[src/rtl/kts_pkg.sv]
// shared types and constants for the keyframe track sampler
`timescale 1ns / 1ps
package kts_pkg;

	localparam int MAX_KEYS  = 64;
	localparam int KEY_AW    = $clog2(MAX_KEYS);
	localparam int VEC_DEPTH = 3 * MAX_KEYS;
	localparam int VEC_AW    = $clog2(VEC_DEPTH);
	localparam int FRAC_BITS = 16;
	localparam int CNT_W     = 7;

	// configuration register indexes
	localparam logic [1:0] REG_INTERP_MODE  = 2'd0;
	localparam logic [1:0] REG_KEY_COUNT    = 2'd1;
	localparam logic [1:0] REG_CHANNEL_KIND = 2'd2;

	// interpolation modes
	localparam logic [1:0] MODE_STEP  = 2'd0;
	localparam logic [1:0] MODE_CUBIC = 2'd2;

	// request kinds and key parts
	localparam logic KIND_LOAD  = 1'b0;
	localparam logic KIND_QUERY = 1'b1;
	localparam logic [1:0] PART_IN    = 2'd0;
	localparam logic [1:0] PART_VALUE = 2'd1;
	localparam logic [1:0] PART_OUT   = 2'd2;
	localparam logic [1:0] PART_NONE  = 2'd3;

	// result sources
	localparam logic [1:0] SRC_INTERP = 2'd0;
	localparam logic [1:0] SRC_BEFORE = 2'd1;
	localparam logic [1:0] SRC_AFTER  = 2'd2;
	localparam logic [1:0] SRC_EMPTY  = 2'd3;

	typedef struct packed {
		logic               kind;
		logic [5:0]         key_index;
		logic [1:0]         part;
		logic [31:0]        key_time;
		logic signed [31:0] comp_x;
		logic signed [31:0] comp_y;
		logic signed [31:0] comp_z;
	} kts_item_t;

	typedef struct packed {
		logic signed [31:0] out_x;
		logic signed [31:0] out_y;
		logic signed [31:0] out_z;
		logic [1:0]         source;
	} kts_result_t;

	// three components, index 0 is x
	typedef logic [2:0][31:0] kts_vec_t;

	// control from the sequencer to an arithmetic unit
	typedef struct packed {
		logic start;
		logic cubic;
	} kts_op_t;

endpackage

[src/rtl/kts_div.sv]
// restoring divider for the interpolation fraction, one quotient bit per cycle
`timescale 1ns / 1ps
module kts_div import kts_pkg::*; (
	input  logic                 clk,
	input  logic                 arst_n,
	input  logic                 start,
	input  logic [31:0]          num,
	input  logic [31:0]          den,
	output logic                 done,
	output logic [FRAC_BITS-1:0] quot
);

	localparam int CW = $clog2(FRAC_BITS + 1);

	logic [32:0]          rem_q;
	logic [31:0]          den_q;
	logic [FRAC_BITS-1:0] quo_q;
	logic [CW-1:0]        cnt_q;
	logic                 busy_q;
	logic                 done_q;
	logic [32:0]          shifted;
	logic                 fits;

	// num < den, so the remainder stays below 2^32 before the shift
	assign shifted = {rem_q[31:0], 1'b0};
	assign fits    = shifted >= {1'b0, den_q};

	always_ff @(posedge clk or negedge arst_n) begin
		if (!arst_n) begin
			busy_q <= 1'b0;
			done_q <= 1'b0;
			cnt_q  <= '0;
		end else begin
			done_q <= 1'b0;
			if (start) begin
				busy_q <= 1'b1;
				cnt_q  <= CW'(FRAC_BITS);
			end else if (busy_q) begin
				cnt_q <= cnt_q - CW'(1);
				if (cnt_q == CW'(1)) begin
					busy_q <= 1'b0;
					done_q <= 1'b1;
				end
			end
		end
	end

	always_ff @(posedge clk) begin
		if (start) begin
			rem_q <= {1'b0, num};
			den_q <= den;
			quo_q <= '0;
		end else if (busy_q) begin
			rem_q <= fits ? (shifted - {1'b0, den_q}) : shifted;
			quo_q <= {quo_q[FRAC_BITS-2:0], fits};
		end
	end

	assign done = done_q;
	assign quot = quo_q;

endmodule

[config.mk]
export PLATFORM = sky130hd
export DESIGN_NAME = kts_div
export DESIGN_NICKNAME = d
export VERILOG_FILES = /design/src/rtl/kts_pkg.sv /design/src/rtl/kts_div.sv
export SDC_FILE = /design/constraint.sdc
export NUM_CORES = 1
export LEC_CHECK = 0
export ABC_CLOCK_PERIOD_IN_PS = 6900
export BUFFER_PORTS_ARGS = -buffer_cell sky130_fd_sc_hd__clkbuf_2
export CORE_UTILIZATION = 62
export CTS_BUF_LIST = sky130_fd_sc_hd__clkbuf_8 sky130_fd_sc_hd__clkbuf_16
export DETAILED_ROUTE_END_ITERATION = 7
export GPL_TIMING_DRIVEN = 1
export PLACE_DENSITY = 0.95
export SLEW_MARGIN = 20
export SYNTH_ARGS = -nofsm -noshare
export SYNTH_HDL_FRONTEND = slang
export SYNTH_SLANG_ARGS = --single-unit
[constraint.sdc]
create_clock -name clk -period 6.9 [get_ports clk]
set_input_delay 0.345 -clock clk [delete_from_list [all_inputs] [get_ports clk]]
set_output_delay 0.345 -clock clk [all_outputs]
set_load 0.05 [all_outputs]
==> impl_results.md, run 1 <==
* Outcome: finished clean
* Fin crit period at 3.42 ns
* # IOs at 84
* Layout cell share with drive strength beyond 1 at 0.178
* Max_cap viols at 0
* Finished Layout Cells at 739
* Cell at the root of the clock tree: clkbuf_8
* Max VDD drop at 0.234 mV
* Clock buffer depth at 2
* Largest family of logic cells by synthesized area: compound AO/OA/AOI/OAI gates
* Fin worst setup slack at 3.48 ns
* Max frequency at 292 MHz
* Clk pwr share at 0.131
* Die H at roughly 96 um
* Number of diodes at 0
* Std-Cell Rows at 33
* Skew-Pair Late Insertion Delay at 0.39 ns
* Cells after synthesis at 554
* Overflow after GRT at 0
* Max Fanout on Critical Path at 22
* Final Skew at around 0.022 ns
* Xor and xnor area share after synthesis at 0.0482
* Layout Nets at 731
* Post-synthesis async set-or-reset flop share at 0.0805
* Int Pwr at 0.00157 W
* Vias in the first global route at 4488
* Distinct cells, synth at a little over 60
* Die area at 9160 sq um
* Post-Syn Area at 5450 sq um
* Final wirelength at 12.6 mm
* Gpl congestion at 0.998
* Post-CTS resize count at 0
* Largest net degree at the start of global routing at 108
* Period utilisation layout at 0.496
* R2r setup slk at 3.48 ns
* Routed len/inst at approximately 17 um
* Clock slew at reported path FFs at roughly 0.11 ns
* HP Class: in -> reg
* Pre-CTS WS at 3.25 ns
* RSZ-0062 raised after global routing: no
* Seq/Total Area, Yosys at 0.444
* Placed cell count at between 700 and 800
* Leakage at 2.87 nW
* DRT antenna net count at 0
* Mux cell area share after synthesis at 0.0799
* Drt drc at 0
* Most frequent cells in the layout: clkbuf_2, edfxtp_1, nand2_1
* Initial antenna violation count at 0
* Post-synth EDFFs at 64
* Most common cell after layout, fill and taps aside: clkbuf_2
* Synth Warn # at 0
* Reg power frac at 0.286
* Net Sw Frac at 0.450
* CTS tree: built
* GRT Total Usage at 0.288
* Post-synthesis simple-gate area fraction at 0.127
* Worst-Margin Slew at 1.06 ns
* Crit Path Class: reg -> reg
* H-Tree Depth at 3
* Setup_tns at 0 ns
* Wire length of the first global-routing pass at 20.2 mm
* Cts bufs inserted at 9
* Slew HR at 0.296
* Synth Area in Adders at 0.0818
* Placeable Area at between 8000 and 9000 sq um
* Register bit total from synthesis at between 80 and 90
* WP data arrival at 3.52 ns
* Type of origin of the critical path: register
* Vias/cell at approximately 6
* Comb pwr share at 0.583
* Worst path required time at 7.00 ns
* Drt pass-1 iters at 5
* Drt initial violations at 407
* Final Hold Fails at 0
* Post-DP HPWL at between 8 and 9 mm
* Synth Area in Compound Gates at 0.171
* CP Capture Type: register
* I/O Buffers at 83
* Initial Utilization at 0.653
* P&R area growth vs syn at 12.5%
* Die X at 95.7 um
* NetSw at between 0.001 and 0.0015 W
* Filler cells at 566
* Max Slew Vio Count at 0
* Clk sinks at 87
* Syn Nets at 656
* Endpoints failing setup at 0
* Pwr per Cell Area at 467 nW/um^2
* Post-synth top flop: edfxtp_1
* Syn_area_per_cell at 9.83 sq um
* Routed vias at 4564
* Layout Utilization at 0.735
## flip-flops by register name (all words and copies together), names as in the netlist
signal  cells
busy_q      1
cnt_q       5
den_q      32
done        1
quot       16
rem_q      32
## worst paths after layout
check	startpoint	to	cells after the start
worst max-delay path	rem_q[7]	rem_q[6]	10
worst min-delay path	den[8]	den_q[8]	1
worst max register to register	rem_q[7]	rem_q[6]	10
worst min register to register	quot[15]	quot[15]	2
max in group asynchronous	arst_n	cnt_q[4]	2
min in group asynchronous	arst_n	done	2
## cells by family (layout without fill, tap and decap cells)
kind of cell	count (synthesis)	count (layout)
AOI/OAI and AO/OA	145	145
xor gates and xnor gates	30	30
adders and majority gates	35	35
buffers and inverters	62	142
DFF	87	87
muxes	43	43
and+or+nand+nor	152	152
## cells in the mapped netlist (8+ instances only)
library cell	instances	area share
nor2_1	50	0.034
inv_1	41	0.028
o21ai_0	36	0.033
mux2i_1	42	0.077
nand2_1	55	0.038
nor3_1	8	0.0074
clkbuf_1	13	0.0090
ha_1	34	0.078
xor2_1	11	0.018
a21o_1	12	0.017
a21oi_1	39	0.036
edfxtp_1	64	0.35
o21ai_1	13	0.012
nand2b_1	8	0.0092
dfxtp_1	16	0.059
xnor2_1	19	0.031
## metal layers
| metal | track usage | vias up | routed length, um |
|---|---|---|---|
| met3 | 0.0727 | 63 | 1110 |
| met5 | 0 | - | 0 |
| met1 | 0.340 | 2094 | 4870 |
| li1 | - | 2131 | - |
| met2 | 0.495 | 276 | 6130 |
| met4 | 0.131 | 0 | 446 |
## worst max-delay path, cell delays in order, from the launching register on
cell and delay, ns:
edfxtp_1 0.41, ha_1 0.44, a21oi_1 0.10, o21ai_0 0.50
a211oi_4 0.07, o31ai_4 0.37, a211oi_4 0.14, nor2_4 0.44
buf_12 0.26, mux2i_1 0.25, o21ai_0 0.11
## repair_timing
action                                 CTS  global route
buffers inserted                         0             0
endpoints found under the hold margin    7             0
hold buffers                             1             0
## power by group through the flow
stage          registers [W]  logic [W]  clock network, W
2_1_floorplan       0.000811    0.00129                 0
3_3_place_gp        0.000817    0.00148                 0
3_5_place_dp        0.000821    0.00158                 0
4_1_cts             0.000814    0.00161          0.000375
5_1_grt             0.000831    0.00180          0.000396
6_report            0.000818    0.00167          0.000374
## final cells by class
| cell class | count | area, sq um | area share |
|---|---|---|---|
| clock buffers | 9 | 124 | 0.0202 |
| multi-input cells | 405 | 2770 | 0.452 |
| well taps | 105 | 131 | 0.0214 |
| clock inverters | 7 | 83.8 | 0.0137 |
| repair buffers | 85 | 448 | 0.0731 |
| inverters | 41 | 154 | 0.0251 |
| flip-flops and latches | 87 | 2420 | 0.394 |
## per-stage QoR
| step | total power, W | cell area [sq um] | hold slack (ns) |
|---|---|---|---|
| detailed placement | 0.00240 | 5890 | 0.187 |
| global placement | 0.00230 | 5890 | 0.185 |
| CTS | 0.00280 | 6110 | 0.121 |
| global route | 0.00303 | 6130 | 0.111 |
| floorplan | 0.00210 | 5450 | 0.0494 |
| finish | 0.00286 | 6130 | 0.120 |
Power figures use the tool's default switching activity.
==> run 2: changes to the inputs <==
--- a/config.mk
+++ b/config.mk
@@ -5,13 +5,14 @@
 export SDC_FILE = /design/constraint.sdc
 export NUM_CORES = 1
 export LEC_CHECK = 0
-export ABC_CLOCK_PERIOD_IN_PS = 6900
+export ABC_AREA = 1
+export ABC_CLOCK_PERIOD_IN_PS = 3500
 export BUFFER_PORTS_ARGS = -buffer_cell sky130_fd_sc_hd__clkbuf_2
-export CORE_UTILIZATION = 62
+export CORE_UTILIZATION = 59
 export CTS_BUF_LIST = sky130_fd_sc_hd__clkbuf_8 sky130_fd_sc_hd__clkbuf_16
 export DETAILED_ROUTE_END_ITERATION = 7
 export GPL_TIMING_DRIVEN = 1
-export PLACE_DENSITY = 0.95
+export PLACE_DENSITY = 0.92
 export SLEW_MARGIN = 20
 export SYNTH_ARGS = -nofsm -noshare
 export SYNTH_HDL_FRONTEND = slang
==> constraint.sdc (replaced) <==
create_clock -name clk -period 3.5 [get_ports clk]
set_input_delay 0.175 -clock clk [delete_from_list [all_inputs] [get_ports clk]]
set_output_delay 0.175 -clock clk [all_outputs]
set_load 0.05 [all_outputs]
==> impl_results.md, run 2 <==
* Outcome: finished clean
* Layout cell share with drive strength beyond 1 at 0.133 (-0.0449)
* Drt pass-1 iters at 5 (unchanged)
* Max stage delay cell, worst path: ha_1
* Wire length of the first global-routing pass at 27.1 mm (+34%)
* Initial Utilization at 0.612 (-0.0408)
* Die X at 106 um (+11%)
* Gpl congestion at 0.973 (-2.5%)
* Overflow after GRT at 0 (unchanged)
* Mux cell area share after synthesis at 0 (-0.0799)
* H-Tree Depth at 3 (unchanged)
* Setup_tns at 0 ns (unchanged)
* Largest family of logic cells by synthesized area: simple AND/OR/NAND/NOR gates
* Cells after synthesis at 903 (+63%)
* Distinct cells, synth at 37 (-39%)
* Most frequent cells in the layout: nand2_1, inv_1, clkbuf_2
* Commonest cells in the netlist: nand2_1, inv_1, edfxtp_1, nand3_1, nor2_1
* Placed cell count at 1107 (+54%)
* Area contributors post-synth: edfxtp_1, nand2_1, inv_1
* Worst hold path depth at 3 (+2)
* Clk pwr share at 0.131 (about the same)
* Post-synth EDFFs at 64 (unchanged)
* Reg2Reg Depth at 12 (+2)
* Period utilisation layout at 0.766 (+0.270)
* CP most frequent cell: nand2_1
* WL met2 at 8.19 mm (+34%)
* CP Capture Type: register
* Worst-Margin Slew at 0.751 ns (-0.305 ns)
* Largest net degree at the start of global routing at 68 (-37%)
* Synth Area in Compound Gates at 0.0436 (-0.128)
* Finished Layout Cells at 1156 (+56%)
* Final Skew at 0.0155 ns (-0.00622 ns)
* Met1 wire length at 7.27 mm (+49%)
* P&R area growth vs syn at 16.0%
* Max Fanout on Critical Path at 33 (+50%)
* Most common cell after layout, fill and taps aside: nand2_1
* Post-synth top flop: edfxtp_1
* Post-synthesis async set-or-reset flop share at 0.0805 (unchanged)
* GRT Total Usage at 0.309 (+0.0205)
* Clock slew at reported path FFs at 0.12 ns (about the same)
* Synth top area share at 0.301 (-0.0515)
* RSZ-0062 raised after global routing: no
* Slew HR at 0.499 (+0.204)
* Crit Path Class: reg -> reg
* Fin crit period at 2.68 ns (-0.744 ns)
* Worst path required time at 3.63 ns (-3.37 ns)
* Cell at the root of the clock tree: clkbuf_8
* Final Hold Fails at 0 (unchanged)
* Xor and xnor area share after synthesis at 0.0192 (-0.0290)
* Max layer used: met4
* Reg2reg end: rem_q[12]
* Largest stage delay on the critical path at 0.47 ns (-0.03 ns)
* Top delay family on crit path: simple AND/OR/NAND/NOR gates
* DRT antenna net count at 0 (unchanged)
* Max_cap viols at 0 (unchanged)
* Int Pwr at 0.00290 W (+84%)
* Std-Cell Rows at 37 (+12%)
* Register bit total from synthesis at 87 (unchanged)
* Skew-Pair Late Insertion Delay at 0.38 ns (about the same)
* Post-DP HPWL at 11.8 mm (+39%)
* Net Sw Frac at 0.490 (+0.0402)
* Placeable Area at 10400 sq um (+25%)
* Routed vias at 5958 (+31%)
* Vias in the first global route at 5758 (+28%)
* Post-CTS resize count at 0 (unchanged)
* Vias/cell at 5.15 (-17%)
* Clock buffer depth at 2 (unchanged)
* Max VDD drop at 0.397 mV (+70%)
* NetSw at 0.00279 W (+120%)
* Post-synthesis simple-gate area fraction at 0.360 (+0.233)
* Length of routed met3 wiring at 902 um (-19%)
* Initial antenna violation count at 0 (unchanged)
* Clk sinks at 87 (unchanged)
* Die area at 11200 sq um (+23%)
* Syn_area_per_cell at 7.06 sq um (-28%)
* Final wirelength at 16.8 mm (+34%)
* Post-Syn Area at 6380 sq um (+17%)
* Min-Delay Endpoint: rem_q[30]
* Dominant cell type by area after synthesis: edfxtp_1
* Worst Path Buf+Inv at 0 (-1)
* Endpoints failing setup at 0 (unchanged)
* Crit-path cells: ha_1 > nand2_1 > nor2_2 > nand3_1 > nand3_2 > nand2_2 > nand2_2 > nand2_4 > nand2_8 > nand2_1 > nand3_1 > nand2_1
* Die H at 106 um (+11%)
* Most numerous cell in the Yosys netlist: nand2_1
* Max frequency at 373 MHz (+28%)
* Drt drc at 0 (unchanged)
* Seq/Total Area, Yosys at 0.379 (-0.0648)
* Leakage at 3.99 nW (+39%)
* Pwr per Cell Area at 770 nW/um^2 (+65%)
* # IOs at 84 (unchanged)
* I/O Buffers at 83 (unchanged)
* Cts bufs inserted at 9 (unchanged)
* Type of origin of the critical path: register
* Synth Warn # at 0 (unchanged)
* Reg power frac at 0.269 (-0.017)
* CTS tree: built
* WP data arrival at 2.81 ns (-0.71 ns)
* Synth Area in Adders at 0.0698 (-0.0119)
* Syn Nets at 1005 (+53%)
* RR Startpoint: rem_q[1]
* Comb pwr share at 0.600 (+0.017)
* Layout Nets at 1117 (+53%)
* HP Class: in -> reg
* Max Slew Vio Count at 0 (unchanged)
* Min-delay src: num[30]
* R2r setup slk at 0.82 ns (-2.66 ns)
* Routed len/inst at 14.5 um (-15%)
* Number of diodes at 0 (unchanged)
* Drt initial violations at 461 (+13%)
==> run 2: cell types whose count changed after synthesis, moves of 10 or more <==
cell      before  now
nand2_1       55  337
inv_1         41  178
nand3_1        7   64
mux2i_1       42    0
o21ai_0       36    6
nand3b_1       2   25
a21oi_1       39   17
o22ai_1        0   15
a21o_1        12    0
o21ai_1       13    1
nand3_2        0   11
xor2_1        11    1
==> run 2: final cells by class <==
cell class | count | area [sq um]
Multi-Input combinational cell | 611 | 3140
Fill cell | 842 | 3020
Sequential cell | 87 | 2420
Timing Repair Buffer | 119 | 768
Inverter | 187 | 702
Tap cell | 136 | 170
Clock buffer | 9 | 124
Clock inverter | 7 | 71.3
==> run 2: logic make-up (layout without fill, tap and decap cells) <==
kind of cell	after synthesis	count (layout)
buffers and inverters	205	322
AOI/OAI and AO/OA	46	46
and+or+nand+nor	516	516
DFF	87	87
xor gates and xnor gates	14	14
adders and majority gates	35	35
==> run 2: worst max-delay path by stage <==
| stage | slack [ns] | end | depth (start not counted) | startpoint |
|---|---|---|---|---|
| floorplan | 1.41 | rem_q[0] | 3 | busy_q |
| global placement | 0.92 | rem_q[0] | 11 | rem_q[21] |
| detailed placement | 0.90 | rem_q[12] | 14 | rem_q[1] |
| CTS | 0.87 | rem_q[12] | 12 | rem_q[2] |
| global route | 0.60 | rem_q[12] | 12 | rem_q[2] |
| finish | 0.82 | rem_q[12] | 12 | rem_q[1] |
==> run 2: metal layers <==
metal | up-vias | GRT usage
met2 | 198 | 0.540
met5 | - | 0
met1 | 2689 | 0.395
met3 | 30 | 0.0392
li1 | 3041 | -
met4 | 0 | 0.103
==> run 2: tightest hold or removal path: stages <==
cell and delay (ns):
clkbuf_2 0.08, nand2_1 0.04, nand2_1 0.05
==> run 2: power groups by stage <==
| stage | sequential (W) | combinational [W] | clock [W] |
|---|---|---|---|
| after detailed placement | 0.00155 | 0.00330 | 0 |
| final | 0.00153 | 0.00341 | 0.000746 |
| after global placement | 0.00153 | 0.00325 | 0 |
| after global routing | 0.00156 | 0.00381 | 0.000777 |
| after CTS | 0.00153 | 0.00335 | 0.000738 |
| after floorplan | 0.00156 | 0.00262 | 0 |
==> run 2: what timing repair did <==
action | 4_1_cts | 5_1_grt
endpoints found under the hold margin | 39 | 0
buffers inserted | 0 | 0
hold buffers | 33 | 0
==> run 2: through the flow <==
| step | utilization | cell area [sq um] | power, W | hold WS (ns) | setup slack [ns] |
|---|---|---|---|---|---|
| after floorplan | - | 6380 | 0.00418 | -0.121 | 1.41 |
| after global placement | 0.660 | 6870 | 0.00478 | 0.0174 | 0.918 |
| after detailed placement | 0.660 | 6870 | 0.00485 | 0.0165 | 0.899 |
| after CTS | 0.710 | 7400 | 0.00562 | 0.0617 | 0.872 |
| after global routing | 0.710 | 7400 | 0.00615 | 0.0685 | 0.602 |
| final | 0.710 | 7400 | 0.00569 | 0.0571 | 0.820 |
==> run 3: changes to the inputs <==
--- a/config.mk
+++ b/config.mk
@@ -6,13 +6,13 @@
 export NUM_CORES = 1
 export LEC_CHECK = 0
 export ABC_AREA = 1
-export ABC_CLOCK_PERIOD_IN_PS = 3500
+export ABC_CLOCK_PERIOD_IN_PS = 2150
 export BUFFER_PORTS_ARGS = -buffer_cell sky130_fd_sc_hd__clkbuf_2
-export CORE_UTILIZATION = 59
+export CORE_UTILIZATION = 53
 export CTS_BUF_LIST = sky130_fd_sc_hd__clkbuf_8 sky130_fd_sc_hd__clkbuf_16
 export DETAILED_ROUTE_END_ITERATION = 7
 export GPL_TIMING_DRIVEN = 1
-export PLACE_DENSITY = 0.92
+export PLACE_DENSITY = 0.88
 export SLEW_MARGIN = 20
 export SYNTH_ARGS = -nofsm -noshare
 export SYNTH_HDL_FRONTEND = slang
==> constraint.sdc (replaced) <==
create_clock -name clk -period 2.15 [get_ports clk]
set_input_delay 0.1075 -clock clk [delete_from_list [all_inputs] [get_ports clk]]
set_output_delay 0.1075 -clock clk [all_outputs]
set_load 0.05 [all_outputs]
==> impl_results.md, run 3 (same netlist as run 2, synthesis figures left out) <==
* Number of diodes at 0 (unchanged)
* Die H at 112 um (+5.4%)
* Max Slew Vio Count at 0 (unchanged)
* Drt drc at 4 (+4)
* Endpoints failing setup at 33 (+33)
* Cell at the root of the clock tree: clkbuf_16
* Wire length of the first global-routing pass at 34.6 mm (+28%)
* Initial Utilization at 0.551 (-0.0608)
* Max VDD drop at 0.888 mV (+120%)
* Max_cap viols at 0 (unchanged)
* Max Fanout on Critical Path at 8 (-76%)
* Placed cell count at 1202 (+8.6%)
* Crit-path cells: ha_4 > nand2_1 > nand2_2 > nand2_1 > nand2_1 > inv_2 > nand3_4 > nand2_4 > nand2_4 > nand2_8 > buf_12 > nand2_8 > buf_12 > nand2_2 > nand3_2 > nand2_1
* Clock slew at reported path FFs at 0.07 ns (-0.05 ns)
* Placeable Area at 11600 sq um (+11%)
* Layout Nets at 1261 (+13%)
* Max frequency at 428 MHz (+15%)
* DRT antenna net count at 0 (unchanged)
* Largest net degree at the start of global routing at 39 (-43%)
* Vias/cell at 5.44 (+5.6%)
* Routed len/inst at 17.3 um (+20%)
* Fin crit period at 2.34 ns (-0.342 ns)
* H-Tree Depth at 3 (unchanged)
* Finished Layout Cells at 1307 (+13%)
* Leakage at 4.88 nW (+22%)
* Outcome: complete, but fails checks
* CP most frequent cell: nand2_1
* HP Class: in -> reg
* WP data arrival at 2.46 ns (-0.35 ns)
* Worst Path Buf+Inv at 3 (+3)
* # IOs at 84 (unchanged)
* Slew HR at 0.617 (+0.117)
* Post-DP HPWL at 13.5 mm (+15%)
* Largest stage delay on the critical path at 0.43 ns (-0.04 ns)
* Clock buffer depth at 2 (unchanged)
* Type of origin of the critical path: register
* Crit Path Class: reg -> reg
* Initial antenna violation count at 0 (unchanged)
* GRT Total Usage at 0.360 (+0.0516)
* Top delay family on crit path: simple AND/OR/NAND/NOR gates
* Violated checks: design-rule violations, negative setup slack
* Most frequent cells in the layout: nand2_1, inv_1, buf_4
* Post-Place Cell Area at 7580 sq um (+10%)
* Skew-Pair Late Insertion Delay at 0.36 ns (-0.02 ns)
* Layout cell share with drive strength beyond 1 at 0.370 (+0.237)
* Std-Cell Rows at 39 (+5.4%)
* CP Capture Type: register
* Routed vias at 7111 (+19%)
* RSZ-0062 raised after global routing: yes
* Final wirelength at 22.7 mm (+35%)
* Drt initial violations at 559 (+21%)
* Final Hold Fails at 0 (unchanged)
* Vias in the first global route at 7222 (+25%)
* Fin worst setup slack at -0.188 ns (-1.01 ns)
* Most common cell after layout, fill and taps aside: nand2_1
* Gpl congestion at 0.975 (+0.17%)
* Layout Utilization at 0.828 (+0.118)
* Cts bufs inserted at 9 (unchanged)
* Die area at 12500 sq um (+11%)
* Pwr per Cell Area at 1460 nW/um^2 (+90%)
* I/O Buffers at 83 (unchanged)
* CTS tree: built
* Filler cells at 692 (-18%)
* Worst path required time at 2.27 ns (-1.36 ns)
* Worst-Margin Slew at 0.574 ns (-0.177 ns)
* Final Skew at 0.0126 ns (-0.00291 ns)
* Post-route cell area at 9580 sq um (+30%)
* Drt pass-1 iters at 8 (+3)
* P&R area growth vs syn at 50.2%
* Die X at 112 um (+5.4%)
* Max stage delay cell, worst path: edfxtp_1
* Clk sinks at 87 (unchanged)
* Period utilisation layout at 1.09 (+0.322)
* Overflow after GRT at 0 (unchanged)
## run 3: worst paths after layout
path	startpoint	to	slack [ns]	cells past startpoint
hold reg to reg	quot[15]	quot[15]	0.47	2
hold / removal	num[12]	rem_q[12]	0.02	3
min in group asynchronous	arst_n	cnt_q[2]	0.13	2
max in group asynchronous	arst_n	cnt_q[3]	1.85	2
setup / recovery	rem_q[5]	rem_q[18]	-0.19	16
setup reg to reg	rem_q[5]	rem_q[18]	-0.19	16
## run 3: tightest hold or removal path, cell delays in order
cell and delay, ns:
clkbuf_2 0.07, nand2_1 0.04, nand2_1 0.05
## run 3: what timing repair did
action,in CTS,in global routing
hold buffers,33,0
endpoints found under the hold margin,39,0
resized for setup,102,91
gates cloned,6,0
endpoints found under the setup margin,32,33
pin swaps,49,57
setup buffers,39,18
## run 3: cell type report
cell class / count / area, sq um / share of cell area
inverters: 187 / 702 / 0.0733
well taps: 143 / 179 / 0.0187
clock inverters: 6 / 53.8 / 0.00562
multi-input cells: 614 / 4020 / 0.419
flip-flops and latches: 87 / 2420 / 0.252
clock buffers: 10 / 250 / 0.0261
repair buffers: 260 / 1960 / 0.205
## run 3: stage by stage
| step | power (W) | setup WS, ns | TNS [ns] | hold slack (ns) |
|---|---|---|---|---|
| floorplan | 0.00680 | 0.0599 | 0 | -0.188 |
| global placement | 0.00905 | -0.169 | -3.80 | -0.0453 |
| detailed placement | 0.00920 | -0.195 | -4.54 | -0.0441 |
| CTS | 0.0130 | -0.0810 | -1.42 | 0.0147 |
| global route | 0.0148 | -0.261 | -7.22 | 0.0217 |
| finish | 0.0140 | -0.188 | -5.00 | 0.0178 |
## run 3: report_power, final
part / switching (W) / total [W] / internal [W]
Sequential: 0.000370 / 0.00268 / 0.00231
Clock: 0.000756 / 0.00164 / 0.000881
Combinational: 0.00522 / 0.00967 / 0.00444
## run 3: per-layer routing
metal,up-vias,GRT usage,part of all wire
li1,3330,-,-
met1,3320,0.408,0.37
met2,353,0.634,0.49
met3,108,0.0768,0.081
met4,0,0.195,0.055
met5,-,0,0
